===== src/hw/rtl/pps_pkg.sv =====
// ----------------------------------------------------------------------------
// pps_pkg - proxy protocol sniffer package
// Class codes, byte constants, HTTP method table and shared types.
// ----------------------------------------------------------------------------
package pps_pkg;

    localparam int unsigned POS_W       = 6;
    localparam int unsigned NUM_METHODS = 9;
    localparam int unsigned METHOD_MAX  = 8;

    localparam logic [POS_W-1:0] POS_LIMIT = 6'd60;
    localparam logic [POS_W-1:0] VLESS_MIN = 6'd22;
    localparam logic [POS_W-1:0] HEX_RUN   = 6'd56;

    localparam logic [POS_W-1:0] POS_TLS_VER  = 6'd1;
    localparam logic [POS_W-1:0] POS_VL_A     = 6'd17;
    localparam logic [POS_W-1:0] POS_VL_CMD   = 6'd18;
    localparam logic [POS_W-1:0] POS_VL_ATYP  = 6'd21;
    localparam logic [POS_W-1:0] POS_TJ_CR    = 6'd56;
    localparam logic [POS_W-1:0] POS_TJ_LF    = 6'd57;
    localparam logic [POS_W-1:0] POS_TJ_CMD   = 6'd58;
    localparam logic [POS_W-1:0] POS_TJ_ATYP  = 6'd59;

    localparam logic [7:0] BYTE_SOCKS5  = 8'h05;
    localparam logic [7:0] BYTE_TLS_REC = 8'h16;
    localparam logic [7:0] BYTE_TLS_VER = 8'h03;
    localparam logic [7:0] BYTE_CR      = 8'h0D;
    localparam logic [7:0] BYTE_LF      = 8'h0A;
    localparam logic [7:0] BYTE_01      = 8'h01;
    localparam logic [7:0] BYTE_02      = 8'h02;
    localparam logic [7:0] BYTE_03      = 8'h03;
    localparam logic [7:0] BYTE_04      = 8'h04;
    localparam logic [7:0] BYTE_7F      = 8'h7F;
    localparam logic [7:0] BYTE_00      = 8'h00;

    typedef enum logic [2:0] {
        CLS_UNKNOWN     = 3'd0,
        CLS_SOCKS5      = 3'd1,
        CLS_TLS         = 3'd2,
        CLS_HTTP        = 3'd3,
        CLS_VLESS       = 3'd4,
        CLS_TROJAN      = 3'd5,
        CLS_SHADOWSOCKS = 3'd6
    } class_t;

    typedef struct packed {
        logic   valid;
        class_t cls;
    } res_t;

    // GET POST HEAD PUT DELETE CONNECT OPTIONS TRACE PATCH, each with a space
    localparam logic [3:0] METHOD_LEN [NUM_METHODS] = '{
        4'd4, 4'd5, 4'd5, 4'd4, 4'd7, 4'd8, 4'd8, 4'd6, 4'd6
    };

    localparam logic [7:0] METHOD_TXT [NUM_METHODS][METHOD_MAX] = '{
        '{"G", "E", "T", " ", 8'h00, 8'h00, 8'h00, 8'h00},
        '{"P", "O", "S", "T", " ", 8'h00, 8'h00, 8'h00},
        '{"H", "E", "A", "D", " ", 8'h00, 8'h00, 8'h00},
        '{"P", "U", "T", " ", 8'h00, 8'h00, 8'h00, 8'h00},
        '{"D", "E", "L", "E", "T", "E", " ", 8'h00},
        '{"C", "O", "N", "N", "E", "C", "T", " "},
        '{"O", "P", "T", "I", "O", "N", "S", " "},
        '{"T", "R", "A", "C", "E", " ", 8'h00, 8'h00},
        '{"P", "A", "T", "C", "H", " ", 8'h00, 8'h00}
    };

    function automatic logic is_hex(input logic [7:0] c);
        logic r;
        r = ((c >= "0") && (c <= "9")) || ((c >= "a") && (c <= "f"))
            || ((c >= "A") && (c <= "F"));
        return r;
    endfunction

endpackage


===== src/hw/rtl/pps_ifs.sv =====
// ----------------------------------------------------------------------------
// pps_ifs - sniffer channel interfaces
// Byte input, class result and mode write channels, valid/ready handshake.
// ----------------------------------------------------------------------------
interface pps_in_if;
    logic       valid;
    logic       ready;
    logic [7:0] data_byte;
    logic       last_byte;
    logic       empty_peek;

    modport source (output valid, output data_byte, output last_byte,
                    output empty_peek, input ready);
    modport sink   (input valid, input data_byte, input last_byte,
                    input empty_peek, output ready);
endinterface

interface pps_out_if;
    logic       valid;
    logic       ready;
    logic [2:0] protocol_class;

    modport source (output valid, output protocol_class, input ready);
    modport sink   (input valid, input protocol_class, output ready);
endinterface

interface pps_cfg_if;
    logic valid;
    logic ready;
    logic sniff_mode;

    modport source (output valid, output sniff_mode, input ready);
    modport sink   (input valid, input sniff_mode, output ready);
endinterface


===== src/hw/rtl/proxy_protocol_sniffer.sv =====
// ----------------------------------------------------------------------------
// proxy_protocol_sniffer - connection opening classifier
// Takes peeked bytes one beat at a time and returns a protocol class on
// the marked or empty-peek beat.
// ----------------------------------------------------------------------------
// The class for a marked or empty-peek beat is registered in pps_res_buf.
// Throughput: one byte beat per cycle; flags update in a single pass.
// Input stalls only while both result entries (output and skid) are full.
// Reset: asynchronous, clears flags, mode to outer and result buffer.
module proxy_protocol_sniffer
(
    input logic       clk,
    input logic       rst_n,
    pps_in_if.sink    in_ch,
    pps_out_if.source out_ch,
    pps_cfg_if.sink   cfg
);
    import pps_pkg::*;

    logic mode_reg, mode_next;
    logic accept, space;
    res_t res;

    assign cfg.ready   = 1'b1;
    assign in_ch.ready = space;
    assign accept      = in_ch.valid && space;
    assign mode_next   = (cfg.valid) ? cfg.sniff_mode : mode_reg;

    always_ff @(posedge clk or negedge rst_n)
    begin
        if (!rst_n)
            mode_reg <= 1'b0;
        else
            mode_reg <= mode_next;
    end

    pps_track u_track
    (
        .clk        (clk),
        .rst_n      (rst_n),
        .accept     (accept),
        .data_byte  (in_ch.data_byte),
        .last_byte  (in_ch.last_byte),
        .empty_peek (in_ch.empty_peek),
        .sniff_mode (mode_reg),
        .res        (res)
    );

    pps_res_buf u_res_buf
    (
        .clk       (clk),
        .rst_n     (rst_n),
        .push      (res),
        .space     (space),
        .out_valid (out_ch.valid),
        .out_class (out_ch.protocol_class),
        .out_ready (out_ch.ready)
    );

endmodule


===== src/hw/rtl/pps_track.sv =====
// ----------------------------------------------------------------------------
// pps_track - running byte flags and classifier
// Updates the per-connection flags on each accepted beat and classifies
// on the marked or empty-peek beat; flags are cleared after every result.
// ----------------------------------------------------------------------------
module pps_track
(
    input  logic           clk,
    input  logic           rst_n,
    input  logic           accept,
    input  logic [7:0]     data_byte,
    input  logic           last_byte,
    input  logic           empty_peek,
    input  logic           sniff_mode,
    output pps_pkg::res_t  res
);
    import pps_pkg::*;

    logic [POS_W-1:0]       pos_reg, pos_next, pos_up;
    logic [7:0]             open_reg, open_next, open_up;
    logic                   tls_reg, tls_next, tls_up;
    logic [NUM_METHODS-1:0] meth_reg, meth_next, meth_up, meth_reach;
    logic                   vless_reg, vless_next, vless_up;
    logic                   hex_reg, hex_next, hex_up;
    logic                   tail_reg, tail_next, tail_up;
    logic                   take, http_hit;
    logic                   vl_cmd_ok, vl_atyp_ok, tj_cmd_ok, tj_atyp_ok;
    class_t                 cls;

    assign take = (pos_reg < POS_LIMIT);

    assign vl_cmd_ok  = (data_byte == BYTE_01) || (data_byte == BYTE_02)
                        || (data_byte == BYTE_7F);
    assign vl_atyp_ok = (data_byte == BYTE_01) || (data_byte == BYTE_02)
                        || (data_byte == BYTE_03);
    assign tj_cmd_ok  = (data_byte == BYTE_01) || (data_byte == BYTE_03)
                        || (data_byte == BYTE_7F);
    assign tj_atyp_ok = (data_byte == BYTE_01) || (data_byte == BYTE_03)
                        || (data_byte == BYTE_04);

    always_comb
    begin
        pos_up  = take ? pos_reg + 1'b1 : pos_reg;
        open_up = (take && (pos_reg == '0)) ? data_byte : open_reg;
        tls_up  = tls_reg | (take && (pos_reg == POS_TLS_VER)
                             && (data_byte == BYTE_TLS_VER));

        for (int m = 0; m < NUM_METHODS; m++)
        begin
            meth_up[m] = meth_reg[m]
                & !(take && (pos_reg < {2'b00, METHOD_LEN[m]})
                    && (data_byte != METHOD_TXT[m][pos_reg[2:0]]));
            meth_reach[m] = (pos_up >= {2'b00, METHOD_LEN[m]});
        end
        http_hit = |(meth_up & meth_reach);

        vless_up = vless_reg;
        if (take)
        begin
            if ((pos_reg == '0) && (data_byte != BYTE_00))
                vless_up = 1'b0;
            if ((pos_reg == POS_VL_A) && (data_byte != BYTE_00))
                vless_up = 1'b0;
            if ((pos_reg == POS_VL_CMD) && !vl_cmd_ok)
                vless_up = 1'b0;
            if ((pos_reg == POS_VL_ATYP) && !vl_atyp_ok)
                vless_up = 1'b0;
        end

        hex_up = hex_reg & !(take && (pos_reg < HEX_RUN) && !is_hex(data_byte));

        tail_up = tail_reg;
        if (take)
        begin
            if ((pos_reg == POS_TJ_CR) && (data_byte != BYTE_CR))
                tail_up = 1'b0;
            if ((pos_reg == POS_TJ_LF) && (data_byte != BYTE_LF))
                tail_up = 1'b0;
            if ((pos_reg == POS_TJ_CMD) && !tj_cmd_ok)
                tail_up = 1'b0;
            if ((pos_reg == POS_TJ_ATYP) && !tj_atyp_ok)
                tail_up = 1'b0;
        end

        // classify from the flags after this beat
        if (empty_peek)
        begin
            if (sniff_mode)
                cls = CLS_SHADOWSOCKS;
            else
                cls = CLS_UNKNOWN;
        end
        else if (!sniff_mode)
        begin
            priority if ((pos_up != '0) && (open_up == BYTE_SOCKS5))
                cls = CLS_SOCKS5;
            else if ((pos_up >= 6'd2) && (open_up == BYTE_TLS_REC) && tls_up)
                cls = CLS_TLS;
            else if (http_hit)
                cls = CLS_HTTP;
            else
                cls = CLS_SHADOWSOCKS;
        end
        else
        begin
            priority if (http_hit)
                cls = CLS_HTTP;
            else if ((pos_up >= VLESS_MIN) && vless_up)
                cls = CLS_VLESS;
            else if ((pos_up >= POS_LIMIT) && hex_up && tail_up)
                cls = CLS_TROJAN;
            else
                cls = CLS_SHADOWSOCKS;
        end

        res.valid = accept && (empty_peek || last_byte);
        res.cls   = cls;

        pos_next   = pos_reg;
        open_next  = open_reg;
        tls_next   = tls_reg;
        meth_next  = meth_reg;
        vless_next = vless_reg;
        hex_next   = hex_reg;
        tail_next  = tail_reg;
        if (accept)
        begin
            if (empty_peek || last_byte)
            begin
                pos_next   = '0;
                open_next  = '0;
                tls_next   = 1'b0;
                meth_next  = '1;
                vless_next = 1'b1;
                hex_next   = 1'b1;
                tail_next  = 1'b1;
            end
            else
            begin
                pos_next   = pos_up;
                open_next  = open_up;
                tls_next   = tls_up;
                meth_next  = meth_up;
                vless_next = vless_up;
                hex_next   = hex_up;
                tail_next  = tail_up;
            end
        end
    end

    always_ff @(posedge clk or negedge rst_n)
    begin
        if (!rst_n)
        begin
            pos_reg   <= '0;
            open_reg  <= '0;
            tls_reg   <= 1'b0;
            meth_reg  <= '1;
            vless_reg <= 1'b1;
            hex_reg   <= 1'b1;
            tail_reg  <= 1'b1;
        end
        else
        begin
            pos_reg   <= pos_next;
            open_reg  <= open_next;
            tls_reg   <= tls_next;
            meth_reg  <= meth_next;
            vless_reg <= vless_next;
            hex_reg   <= hex_next;
            tail_reg  <= tail_next;
        end
    end

endmodule


===== src/hw/rtl/pps_res_buf.sv =====
// ----------------------------------------------------------------------------
// pps_res_buf - result register with skid stage
// Two-entry result buffer; input side stalls only when the skid entry is full.
// ----------------------------------------------------------------------------
module pps_res_buf
(
    input  logic          clk,
    input  logic          rst_n,
    input  pps_pkg::res_t push,
    output logic          space,
    output logic          out_valid,
    output logic [2:0]    out_class,
    input  logic          out_ready
);
    import pps_pkg::*;

    logic   main_valid_reg, main_valid_next;
    logic   skid_valid_reg, skid_valid_next;
    class_t main_reg, main_next;
    class_t skid_reg, skid_next;
    logic   pop;

    assign pop       = main_valid_reg && out_ready;
    assign space     = !skid_valid_reg;
    assign out_valid = main_valid_reg;
    assign out_class = main_reg;

    always_comb
    begin
        main_valid_next = main_valid_reg;
        skid_valid_next = skid_valid_reg;
        main_next       = main_reg;
        skid_next       = skid_reg;
        if (pop)
        begin
            if (skid_valid_reg)
            begin
                main_next       = skid_reg;
                skid_valid_next = 1'b0;
            end
            else if (push.valid)
                main_next = push.cls;
            else
                main_valid_next = 1'b0;
        end
        else if (push.valid)
        begin
            if (!main_valid_reg)
            begin
                main_next       = push.cls;
                main_valid_next = 1'b1;
            end
            else
            begin
                skid_next       = push.cls;
                skid_valid_next = 1'b1;
            end
        end
    end

    always_ff @(posedge clk or negedge rst_n)
    begin
        if (!rst_n)
        begin
            main_valid_reg <= 1'b0;
            skid_valid_reg <= 1'b0;
        end
        else
        begin
            main_valid_reg <= main_valid_next;
            skid_valid_reg <= skid_valid_next;
        end
    end

    always_ff @(posedge clk)
    begin
        main_reg <= main_next;
        skid_reg <= skid_next;
    end

endmodule


===== src/flat_wrapper.sv =====
// flat-port wrapper written by rule: the top's interface ports become plain ports
module proxy_protocol_sniffer_flat import pps_pkg::*;
  (clk, rst_n, in_ch_valid, in_ch_data_byte, in_ch_last_byte, in_ch_empty_peek, in_ch_ready, out_ch_valid, out_ch_protocol_class, out_ch_ready, cfg_valid, cfg_sniff_mode, cfg_ready);
  pps_in_if in_ch_i ();
  pps_out_if out_ch_i ();
  pps_cfg_if cfg_i ();
  input logic clk;
  input logic rst_n;
  input wire logic [$bits(in_ch_i.valid)-1:0] in_ch_valid;
  input wire logic [$bits(in_ch_i.data_byte)-1:0] in_ch_data_byte;
  input wire logic [$bits(in_ch_i.last_byte)-1:0] in_ch_last_byte;
  input wire logic [$bits(in_ch_i.empty_peek)-1:0] in_ch_empty_peek;
  output wire logic [$bits(in_ch_i.ready)-1:0] in_ch_ready;
  output wire logic [$bits(out_ch_i.valid)-1:0] out_ch_valid;
  output wire logic [$bits(out_ch_i.protocol_class)-1:0] out_ch_protocol_class;
  input wire logic [$bits(out_ch_i.ready)-1:0] out_ch_ready;
  input wire logic [$bits(cfg_i.valid)-1:0] cfg_valid;
  input wire logic [$bits(cfg_i.sniff_mode)-1:0] cfg_sniff_mode;
  output wire logic [$bits(cfg_i.ready)-1:0] cfg_ready;
  assign in_ch_i.valid = in_ch_valid;
  assign in_ch_i.data_byte = in_ch_data_byte;
  assign in_ch_i.last_byte = in_ch_last_byte;
  assign in_ch_i.empty_peek = in_ch_empty_peek;
  assign in_ch_ready = in_ch_i.ready;
  assign out_ch_valid = out_ch_i.valid;
  assign out_ch_protocol_class = out_ch_i.protocol_class;
  assign out_ch_i.ready = out_ch_ready;
  assign cfg_i.valid = cfg_valid;
  assign cfg_i.sniff_mode = cfg_sniff_mode;
  assign cfg_ready = cfg_i.ready;
  proxy_protocol_sniffer u_core (.clk(clk), .rst_n(rst_n), .in_ch(in_ch_i), .out_ch(out_ch_i), .cfg(cfg_i));
endmodule

===== config.mk =====
export PLATFORM = sky130hd
export DESIGN_NAME = proxy_protocol_sniffer_flat
export DESIGN_NICKNAME = d
export VERILOG_FILES = /design/src/hw/rtl/pps_pkg.sv /design/src/hw/rtl/pps_ifs.sv /design/src/hw/rtl/proxy_protocol_sniffer.sv /design/src/hw/rtl/pps_track.sv /design/src/hw/rtl/pps_res_buf.sv /design/src/flat_wrapper.sv
export SDC_FILE = /design/constraint.sdc
export NUM_CORES = 1
export LEC_CHECK = 0
export ABC_AREA = 0
export BUFFER_PORTS_ARGS = -buffer_cell sky130_fd_sc_hd__buf_2
export CAP_MARGIN = 20
export CORE_ASPECT_RATIO = 1.1
export CORE_MARGIN = 1.5
export CORE_UTILIZATION = 60
export CTS_BUF_LIST = sky130_fd_sc_hd__clkbuf_16
export DETAILED_ROUTE_END_ITERATION = 10
export GPL_TIMING_DRIVEN = 0
export PLACE_DENSITY = 0.89
export SETUP_SLACK_MARGIN = 0.02
export SLEW_MARGIN = 10
export SYNTH_ARGS = -nofsm -noshare
export SYNTH_HDL_FRONTEND = slang
export SYNTH_SLANG_ARGS = --single-unit

===== constraint.sdc =====
create_clock -name clk -period 8.61 [get_ports clk]
set_clock_uncertainty 0.15 [all_clocks]
set_input_delay 0.861 -clock clk [delete_from_list [all_inputs] [get_ports clk]]
set_output_delay 0.861 -clock clk [all_outputs]
set_load 0.01 [all_outputs]

==> impl_results.md, run 1 <==
- Status: finished, final reports clean
- Largest net degree at the start of global routing: 31
- LEAKAGE: 1.43 nW
- H-Tree Level Count: 2
- Area of the multi-input gates: 0.00205 mm2
- Layout Cells excl Fill: 487
- Die Span X: a little over 70 um
- Initial core utilization: roughly 63%
- Core area: 0.00507 mm2
- Std-Cell Rows: 27
- Layout Area Growth over Synthesis: 9.58%
- Max_cap viols: 0
- Setup Buffers After CTS: 0
- RSZ-0062 raised after global routing: false
- Ports: 22
- Final worst path period need: 4470 ps
- Max Slew Vio Count: 0
- Post-DP HPWL: ~7400 um
- Simple-gate share of the synthesized area: 25.9%
- Vias in the first global route: ~3200
- Cell Pwr Density: 220 mW/mm2
- Setup ws final: 4140 ps
- CP max-delay cell: dfrtp_1
- Filler Cells Inserted: 412
- Final hold vios: 0
- DR pass1 iterations: 6
- Fmax: 224 MHz
- Gpl congestion: roughly 0.99
- Post-synthesis sequential area ratio: 29.4%
- Nature of the critical path startpoint: register
- Compound-Gate Fraction of Synth Area: 26.9%
- Design area: 0.00352 mm2
- Hold_sp: u_core.u_track.meth_reg[0]$_DFFE_PN1P_
- Async set-or-reset flop fraction in the synthesized netlist: 83.3%
- Layout cell share with drive strength beyond 1: between 10% and 20%
- Synth warn: 0
- Worst path bufs/invs: 4
- First-pass GRT wire length: 16200 um
- Layout Nets: 452
- CTS Hold Bufs: 0
- Pre-CTS setup slack: roughly 4300 ps
- Worst hold-check path type: register to register
- CTS Root Cell: clkbuf_16
- Num CTS Buffers: 5
- Placement Cell Area: 0.00338 mm2
- CP max FO: 10
- Worst slew pin tran: ~800 ps
- Total congestion overflow: 0
- Commonest non-fill, non-tap cell in the layout: nand2_1
- Placed cells: ~480
- Post-CTS Resized: 0
- Most used DFF post-synth: dfrtp_1
- Top Family by Delay on Critical Path: compound AO/OA/AOI/OAI gates
- Critical path arrival: 4350 ps
- Syn_area_per_cell: 7.99 um2
- Largest register FFs: 9
- 1st-iter DRT viols: 456
- Rel. slew slack: 46.7%
- CTS sink cnt: 36
- Clock-pin slew on the worst setup and hold paths: ~60 ps
- DIE AREA: 0.00580 mm2
- # setup viols final: 0
- Longest Clk Path Bufs: 2
- Clk Latency, worst-skew pair: 280 ps
- Antenna violations before repair: 0
- Sequential cell area: 946 um2
- Port Buffer Count: 19
- Gate Count Post-Synth: roughly 400
- Syn nets: 426
- DRT Wirelength: 10100 um
- Launch point of the worst reg-to-reg path: u_core.u_track.pos_reg[0]$_DFFE_PN0P_
- Setup TNS: 0 ps
- Most frequent cells in the layout: 40 x nand2_1, 33 x buf_2, 30 x o21ai_0
- Diode count: 0
- Adder-Cell Fraction of Synth Area: approximately 3.1%
- DRC viols: 0
- Multiplexer share of the synthesized area: under 10%
- Peak VDD IR: 0.000168 V
- Vias: ~3500
- Critical Path RT: 8490 ps
- Tcrit/Tclk final: 51.9%
- CTS tree: built
- Synth Area in XOR/XNOR: 6.00%
- Top cell by count, worst path: inv_1
- Synthesized area: roughly 0.0032 mm2
- Die Ht: 79.8 um
- Via/cell ratio: ~7.1
- Distinct cells, synth: 70
- EDFF count, synth: 6
- Routed WL per cell: 20.8 um
- Global Route Usage Sum: 36.9%
- WS Path Type: register to register
- #FFs+latches synth: 36
- Post-route ant nets: 0
- CP endpoint kind: register
- Worst stage delay on the critical path: about 540 ps
- Worst path cell trace: clkbuf_1 -> inv_1 -> ha_1 -> buf_2 -> inv_1 -> o221ai_1 -> a2111oi_0 -> a311o_1 -> o31ai_2 -> nand4_2 -> o41a_1 -> mux2_2
- Largest family of logic cells by synthesized area: compound AO/OA/AOI/OAI gates
- Crit. Startpoint: u_core.u_track.pos_reg[0]$_DFFE_PN0P_
[per-layer routing]
metal	up-vias	track usage, %	share of wire (%)
met1	1614	49.0	41
met5	-	0	0
met4	0	20.4	4.6
met2	262	57.1	45
li1	1538	-	-
met3	42	5.93	9.8
[final cells by class]
| type | count | area share [%] |
|---|---|---|
| Multi-Input combinational cell | 315 | 58.1 |
| Sequential cell | 36 | 26.9 |
| Buffer | 32 | 4.23 |
| Clock buffer | 5 | 3.55 |
| Timing Repair Buffer | 19 | 2.70 |
| Tap cell | 58 | 2.06 |
| Inverter | 19 | 2.03 |
| Clock inverter | 3 | 0.426 |
[worst min-delay path, stage by stage, from the launching register on]
cell and delay (ps):
dfstp_2 370, o31ai_1 60, nand2_1 50
[metrics by stage]
step	hold slack (ps)	utilization, %	power [mW]
after floorplan	299	-	0.493
after global placement	316	66.7	0.575
after detailed placement	320	66.7	0.586
after CTS	326	69.5	0.761
after global routing	357	69.5	0.811
final	327	69.5	0.774
[worst paths after layout]
check,endpoint,slack [ps],depth (start not counted)
worst max-delay path,u_core.u_res_buf.out_class[1]$_DFFE_PP_,4140,12
worst min-delay path,u_core.u_track.meth_reg[0]$_DFFE_PN1P_,330,2
worst max register to register,u_core.u_res_buf.out_class[1]$_DFFE_PP_,4140,12
worst min register to register,u_core.u_track.meth_reg[0]$_DFFE_PN1P_,330,2
max in group asynchronous,u_core.u_res_buf.skid_valid_reg$_DFFE_PN0P_,7430,1
min in group asynchronous,u_core.u_track.open_reg[7]$_DFFE_PN0P_,460,1
[cells by family after synthesis]
logic type | count (synthesis)
other | 1
muxes | 5
and+or+nand+nor | 154
AOI/OAI and AO/OA | 125
xor gates and xnor gates | 22
adders and majority gates | 8
buffers and inverters | 51
DFF | 36
[cell usage after synthesis, drive strengths merged (4+ instances only)]
cell,count,area [um2]
dfstp,12,315
a31oi,6,37.5
dfrtp,18,450
a21oi,19,95.1
or4,4,30.0
or2,4,25.0
nand4,5,37.5
nand3,12,60.1
nor3,11,55.1
edfxtp,6,180
o211ai,4,30.0
nor2b,7,43.8
xnor2,14,123
nor2,23,86.3
xor2,8,70.1
nand2b,13,81.3
a22o,9,78.8
nor4,10,62.6
and3,5,31.3
nand2,40,150
clkbuf,14,52.6
inv,19,71.3
o21ai,33,165
a211oi,4,30.0
buf,18,96.3
o31ai,4,35.0
ha,8,100
[power breakdown]
part | internal [mW] | total (mW) | leakage [nW] | switching (mW)
Clock | 0.105 | 0.174 | 0.0687 | 0.0688
Combinational | 0.120 | 0.327 | 0.941 | 0.207
Sequential | 0.235 | 0.273 | 0.423 | 0.0381
No activity file was read; power rests on OpenSTA's default activity.
==> run 2, diff against run 1 <==
- clock period: 8.61 -> 4.5 ns (I/O delays scaled with it)
==> run 2 against run 1 <==
Compared with the run above:
- critical path depth stayed put
- clock power grew 90%
- combinational power up 91%
- setup slack got worse by 4000 ps
- sequential cell count unchanged
- first-iteration DRC count is 7.7% lower
- cell area barely moved
- largest cell class unchanged
==> impl_results.md, run 2 (synthesis gave the netlist of run 1 again) <==
- Num CTS Buffers: 5 (unchanged)
- CP max FO: 10 (unchanged)
- Layout cell share with drive strength beyond 1: 16.3% (was 16.1%)
- Most frequent cells in the layout: 40 x nand2_1, 33 x buf_2, 30 x o21ai_0 (unchanged)
- CTS tree: built (unchanged)
- First-pass GRT wire length: 16200 um (unchanged)
- CTS Hold Bufs: 0 (unchanged)
- Largest register FFs: 9 (unchanged)
- Final hold vios: 0 (unchanged)
- Total power draw: 1.48 mW (was 0.774 mW)
- # setup viols final: 0 (unchanged)
- Vias in the first global route: 3189 (unchanged)
- DRT Wirelength: 10100 um (about the same)
- Layout Area Growth over Synthesis: 9.62% (was 9.58%)
- Vias: 3418 (was 3456)
- Max_cap viols: 0 (unchanged)
- Diode count: 0 (unchanged)
- Worst stage delay on the critical path: 520 ps (was 540 ps)
- Die Span X: 72.8 um (unchanged)
- Int Power: 0.881 mW (was 0.460 mW)
- Tcrit/Tclk final: 96.6% (was 51.9%)
- Die Ht: 79.8 um (unchanged)
- Switching pwr: 0.598 mW (was 0.314 mW)
- Switching Share: 40.4% (was 40.6%)
- RSZ-0062 raised after global routing: false (unchanged)
- Largest net degree at the start of global routing: 31 (unchanged)
- Longest Clk Path Bufs: 2 (unchanged)
- Post-DP HPWL: 7450 um (unchanged)
- Gate power share: 42.3% (was 42.2%)
- Setup TNS: 0 ps (unchanged)
- Via/cell ratio: 7.02 (was 7.10)
- Placement Cell Area: 0.00338 mm2 (unchanged)
- Worst hold-check path type: input port to asynchronous set/reset pin (was register to register)
- CTS sink cnt: 36 (unchanged)
- DRC viols: 0 (unchanged)
- Port Buffer Count: 19 (unchanged)
- Worst path bufs/invs: 4 (unchanged)
- Worst path cell trace: clkbuf_1 -> inv_1 -> ha_1 -> buf_2 -> inv_1 -> o221ai_1 -> a2111oi_0 -> a311o_1 -> o31ai_2 -> nand4_2 -> o41a_1 -> mux2_2 (unchanged)
- Fmax: 230 MHz (was 224 MHz)
- WS Path Type: register to register (unchanged)
- Std-Cell Rows: 27 (unchanged)
- Clock-pin slew on the worst setup and hold paths: 60 ps (about the same)
- Antenna violations before repair: 0 (unchanged)
- H-Tree Level Count: 2 (unchanged)
- Total congestion overflow: 0 (unchanged)
- DIE AREA: 0.00580 mm2 (unchanged)
- CP endpoint kind: register (unchanged)
- 1st-iter DRT viols: 421 (was 456)
- Top cell by count, worst path: inv_1 (unchanged)
- DR pass1 iterations: 5 (was 6)
- CP max-delay cell: dfrtp_1 (unchanged)
- Critical path arrival: 4230 ps (was 4350 ps)
- Initial core utilization: 63.4% (unchanged)
- Design area: 0.00352 mm2 (about the same)
- Cell Pwr Density: 420 mW/mm2 (was 220 mW/mm2)
- Post-route ant nets: 0 (unchanged)
- Commonest non-fill, non-tap cell in the layout: nand2_1 (unchanged)
- Power share of the sequential group: 35.4% (was 35.3%)
- Layout Nets: 452 (unchanged)
- Top Family by Delay on Critical Path: compound AO/OA/AOI/OAI gates (unchanged)
- Ports: 22 (unchanged)
- Rel. slew slack: 45.8% (was 46.7%)
- Final worst path period need: 4350 ps (was 4470 ps)
- Max Slew Vio Count: 0 (unchanged)
- Critical Path RT: 4380 ps (was 8490 ps)
- Nature of the critical path startpoint: register (unchanged)
- Clk pwr share: 22.3% (was 22.5%)
- Status: finished, final reports clean (unchanged)
- Routed WL per cell: 20.7 um (was 20.8 um)
- CTS Root Cell: clkbuf_16 (unchanged)
- Peak VDD IR: 0.000319 V (was 0.000168 V)
- Worst slew pin tran: 792 ps (was 780 ps)
- Gpl congestion: 0.989 (unchanged)
- Post-CTS Resized: 0 (unchanged)
- LEAKAGE: 1.44 nW (was 1.43 nW)
- Core area: 0.00507 mm2 (unchanged)
- Global Route Usage Sum: 36.9% (unchanged)
- Clk Latency, worst-skew pair: 280 ps (about the same)
- Setup Buffers After CTS: 0 (unchanged)
-- run 2: worst paths after layout --
kind	start	to	slack (ps)	depth (start not counted)
worst min register to register	u_core.u_track.meth_reg[0]$_DFFE_PN1P_	u_core.u_track.meth_reg[0]$_DFFE_PN1P_	330	2
worst max register to register	u_core.u_track.pos_reg[1]$_DFFE_PN0P_	u_core.u_res_buf.out_class[1]$_DFFE_PP_	150	12
min in group clk	cfg_valid	u_core.mode_reg$_DFFE_PN0P_	220	2
worst min-delay path	rst_n	u_core.u_track.open_reg[7]$_DFFE_PN0P_	40	1
worst max-delay path	u_core.u_track.pos_reg[1]$_DFFE_PN0P_	u_core.u_res_buf.out_class[1]$_DFFE_PP_	150	12
max in group asynchronous	rst_n	u_core.u_res_buf.skid_valid_reg$_DFFE_PN0P_	3730	1
-- run 2: layout make-up --
| type | count | area, um2 |
|---|---|---|
| tap | 58 | 72.6 |
| inverter | 19 | 71.3 |
| timing repair buffer | 19 | 95.1 |
| clock inverter | 3 | 15.0 |
| sequential | 36 | 946 |
| multi-input combinational | 315 | 2050 |
| clock buffer | 5 | 125 |
| buffer | 32 | 150 |
| fill | 411 | 1550 |
-- run 2: power by group through the flow --
stage	Sequential [mW]	Clock (mW)	Combinational, mW
after global routing	0.530	0.341	0.680
final	0.523	0.330	0.626
after detailed placement	0.523	0	0.598
after global placement	0.516	0	0.584
after CTS	0.519	0.332	0.605
after floorplan	0.505	0	0.437
-- run 2: worst register-to-register path, delay by kind of cell, from the launching register on --
| kind | cells | cell delay [ps] |
|---|---|---|
| AOI/OAI and AO/OA | 5 | 1590 |
| adders and majority gates | 1 | 330 |
| buffers and inverters | 4 | 1020 |
| DFF | 1 | 520 |
| muxes | 1 | 270 |
| and+or+nand+nor | 1 | 220 |
-- run 2: per-stage QoR --
stage	util (%)	hold slack [ps]	cells	worst slack, ps
CTS	69.5	61.1	487	178
finish	69.5	43.5	487	152
global placement	66.7	316	479	245
detailed placement	66.7	320	479	235
floorplan	-	4.41	402	949
global route	69.5	114	487	85.4
-- run 2: per-layer routing --
| layer | routed length, um | GRT usage (%) | vias to the layer above |
|---|---|---|---|
| li1 | - | - | 1545 |
| met1 | 4060 | 49.0 | 1601 |
| met3 | 980 | 5.93 | 40 |
| met5 | 0 | 0 | - |
| met2 | 4600 | 57.1 | 232 |
| met4 | 455 | 20.4 | 0 |
==> run 3, diff against run 2 <==
- ABC_CLOCK_PERIOD_IN_PS: default -> 4500
- BUFFER_PORTS_ARGS: -buffer_cell sky130_fd_sc_hd__buf_2 -> default
- DONT_BUFFER_PORTS: default -> 1
- PLACE_DENSITY: 0.89 -> 0.86
==> run 3 against run 2 <==
Compared with the run above:
- via count decreased by 0.64%
- global-route usage decreased by 1.1 points
- critical path depth unchanged
- non-clock buffer count decreased by 17
- critical endpoint unchanged
- register-to-register slack improved by 30 ps
- highest routed layer unchanged
- clock power increased by 3%
- first-iteration DRC count decreased by 11%
- wire length decreased by 0.49%
- cell area decreased by 1.7%
==> impl_results.md, run 3 (synthesis gave the netlist of run 1 again) <==
- Worst slew pin tran: 785 ps (was 792 ps)
- Total congestion overflow: 0 (unchanged)
- Clk Latency, worst-skew pair: 280 ps (about the same)
- Worst path cell trace: clkbuf_1 -> inv_1 -> ha_1 -> buf_2 -> inv_1 -> o221ai_1 -> a2111oi_0 -> a311o_1 -> a22oi_1 -> nand4_2 -> o41a_1 -> mux2_2 (was clkbuf_1 -> inv_1 -> ha_1 -> buf_2 -> inv_1 -> o221ai_1 -> a2111oi_0 -> a311o_1 -> o31ai_2 -> nand4_2 -> o41a_1 -> mux2_2)
- CTS Root Cell: clkbuf_16 (unchanged)
- Max Slew Vio Count: 0 (unchanged)
- Final hold vios: 0 (unchanged)
- Layout Nets: 435 (was 452)
- Critical Path RT: 4380 ps (about the same)
- RSZ-0062 raised after global routing: false (unchanged)
- CP max-delay cell: dfrtp_1 (unchanged)
- Gpl congestion: 1.02 (was 0.989)
- Layout Area Growth over Synthesis: 7.71% (was 9.62%)
- Status: finished, final reports clean (unchanged)
- Diode count: 0 (unchanged)
- Worst hold-check path type: input port to register (was input port to asynchronous set/reset pin)
- Worst stage delay on the critical path: 510 ps (was 520 ps)
- Commonest non-fill, non-tap cell in the layout: nand2_1 (unchanged)
- DIE AREA: 0.00580 mm2 (unchanged)
- Port Buffer Count: 0 (was 19)
- Top Family by Delay on Critical Path: compound AO/OA/AOI/OAI gates (unchanged)
- Fmax: 232 MHz (was 230 MHz)
- WS Path Type: register to register (unchanged)
- Routed WL per cell: 21.4 um (was 20.7 um)
- DR pass1 iterations: 5 (unchanged)
- Vias in the first global route: 3096 (was 3189)
- Std-Cell Rows: 27 (unchanged)
- Peak VDD IR: 0.000301 V (was 0.000319 V)
- Largest net degree at the start of global routing: 31 (unchanged)
- Nature of the critical path startpoint: register (unchanged)
- Die Span X: 72.8 um (unchanged)
- # setup viols final: 0 (unchanged)
- Final worst path period need: 4320 ps (was 4350 ps)
- Max_cap viols: 0 (unchanged)
- Critical path arrival: 4200 ps (was 4230 ps)
- Die Ht: 79.8 um (unchanged)
- DRC viols: 0 (unchanged)
- CTS tree: built (unchanged)
- Cell Pwr Density: 420 mW/mm2 (about the same)
- Setup Buffers After CTS: 0 (unchanged)
- Largest register FFs: 9 (unchanged)
- Initial core utilization: 63.4% (unchanged)
- Tcrit/Tclk final: 96.0% (was 96.6%)
- CP endpoint kind: register (unchanged)
- Longest Clk Path Bufs: 2 (unchanged)
- Setup TNS: 0 ps (unchanged)
- Clock-pin slew on the worst setup and hold paths: 60 ps (about the same)
- Placement Cell Area: 0.00329 mm2 (was 0.00338 mm2)
- Core area: 0.00507 mm2 (unchanged)
- CP max FO: 10 (unchanged)
- First-pass GRT wire length: 15600 um (was 16200 um)
- H-Tree Level Count: 2 (unchanged)
- CTS sink cnt: 36 (unchanged)
- Top cell by count, worst path: inv_1 (unchanged)
- Design area: 0.00346 mm2 (was 0.00352 mm2)
- Via/cell ratio: 7.23 (was 7.02)
- Rel. slew slack: 47.2% (was 45.8%)
- Fin Hold WS: 95.6 ps (was 43.5 ps)
- Global Route Usage Sum: 35.8% (was 36.9%)
- Antenna violations before repair: 0 (unchanged)
- DRT Wirelength: 10000 um (was 10100 um)
- LEAKAGE: 1.38 nW (was 1.44 nW)
- Worst path bufs/invs: 4 (unchanged)
- 1st-iter DRT viols: 376 (was 421)
- Post-DP HPWL: 7180 um (was 7450 um)
- Most frequent cells in the layout: 40 x nand2_1, 30 x o21ai_0, 23 x nor2_1 (was 40 x nand2_1, 33 x buf_2, 30 x o21ai_0)
- Layout cell share with drive strength beyond 1: 13.1% (was 16.3%)
- Post-route ant nets: 0 (unchanged)
- Ports: 22 (unchanged)
- Vias: 3396 (was 3418)
- Num CTS Buffers: 5 (unchanged)
## run 3: report_power, final
part,internal [mW],total [mW],switching [mW]
clock,0.204,0.339,0.135
sequential,0.449,0.525,0.0757
combinational,0.218,0.591,0.372
## run 3: final timing paths
| kind | startpoint | endpoint | slack, ps | depth (start not counted) |
|---|---|---|---|---|
| setup / recovery | u_core.u_track.pos_reg[0]$_DFFE_PN0P_ | u_core.u_res_buf.out_class[1]$_DFFE_PP_ | 180 | 12 |
| setup reg to reg | u_core.u_track.pos_reg[0]$_DFFE_PN0P_ | u_core.u_res_buf.out_class[1]$_DFFE_PP_ | 180 | 12 |
| min in group asynchronous | rst_n | u_core.u_track.open_reg[5]$_DFFE_PN0P_ | 450 | 2 |
| hold reg to reg | u_core.u_track.meth_reg[0]$_DFFE_PN1P_ | u_core.u_track.meth_reg[0]$_DFFE_PN1P_ | 320 | 2 |
| max in group asynchronous | rst_n | u_core.u_track.meth_reg[6]$_DFFE_PN1P_ | 3500 | 2 |
| hold / removal | out_ch_ready | u_core.u_res_buf.skid_valid_reg$_DFFE_PN0P_ | 100 | 1 |
## run 3: worst register-to-register path, stage by stage (launching register included)
cell,delay (ps)
dfrtp_1,510
clkbuf_1,430
inv_1,200
ha_1,320
buf_2,230
inv_1,110
o221ai_1,320
a2111oi_0,230
a311o_1,370
a22oi_1,290
nand4_2,220
o41a_1,430
mux2_2,270
## run 3: repair_timing
| action | in CTS | in global routing |
|---|---|---|
| resized for setup | 0 | 2 |
| endpoints found under the setup margin | 0 | 1 |
| hold endpoints to repair | 30 | 0 |
| hold buffers | 2 | 0 |
## run 3: layout make-up
type / count / area [um2]
plain buffers: 32 / 150
clock buffers: 5 / 125
clock inverters: 3 / 18.8
fillers: 435 / 1610
inverters: 19 / 71.3
multi-input cells: 315 / 2050
flip-flops and latches: 36 / 946
well taps: 58 / 72.6
repair buffers: 2 / 30.0
## run 3: layer usage
metal  up-vias  track usage (%)  wire length, um
li1       1506                -                -
met1      1611             46.2             4050
met2       227             55.6             4520
met3        52             7.58              928
met4         0             19.2              551
met5         -                0                0
## run 3: metrics by stage
step	setup WS, ps	utilization [%]	cells	total power [mW]
6_report	181	68.3	470	1.45
5_1_grt	109	68.3	470	1.53
4_1_cts	253	68.3	470	1.43
3_5_place_dp	264	64.8	460	1.08
3_3_place_gp	288	64.8	460	1.06
2_1_floorplan	949	-	402	0.943
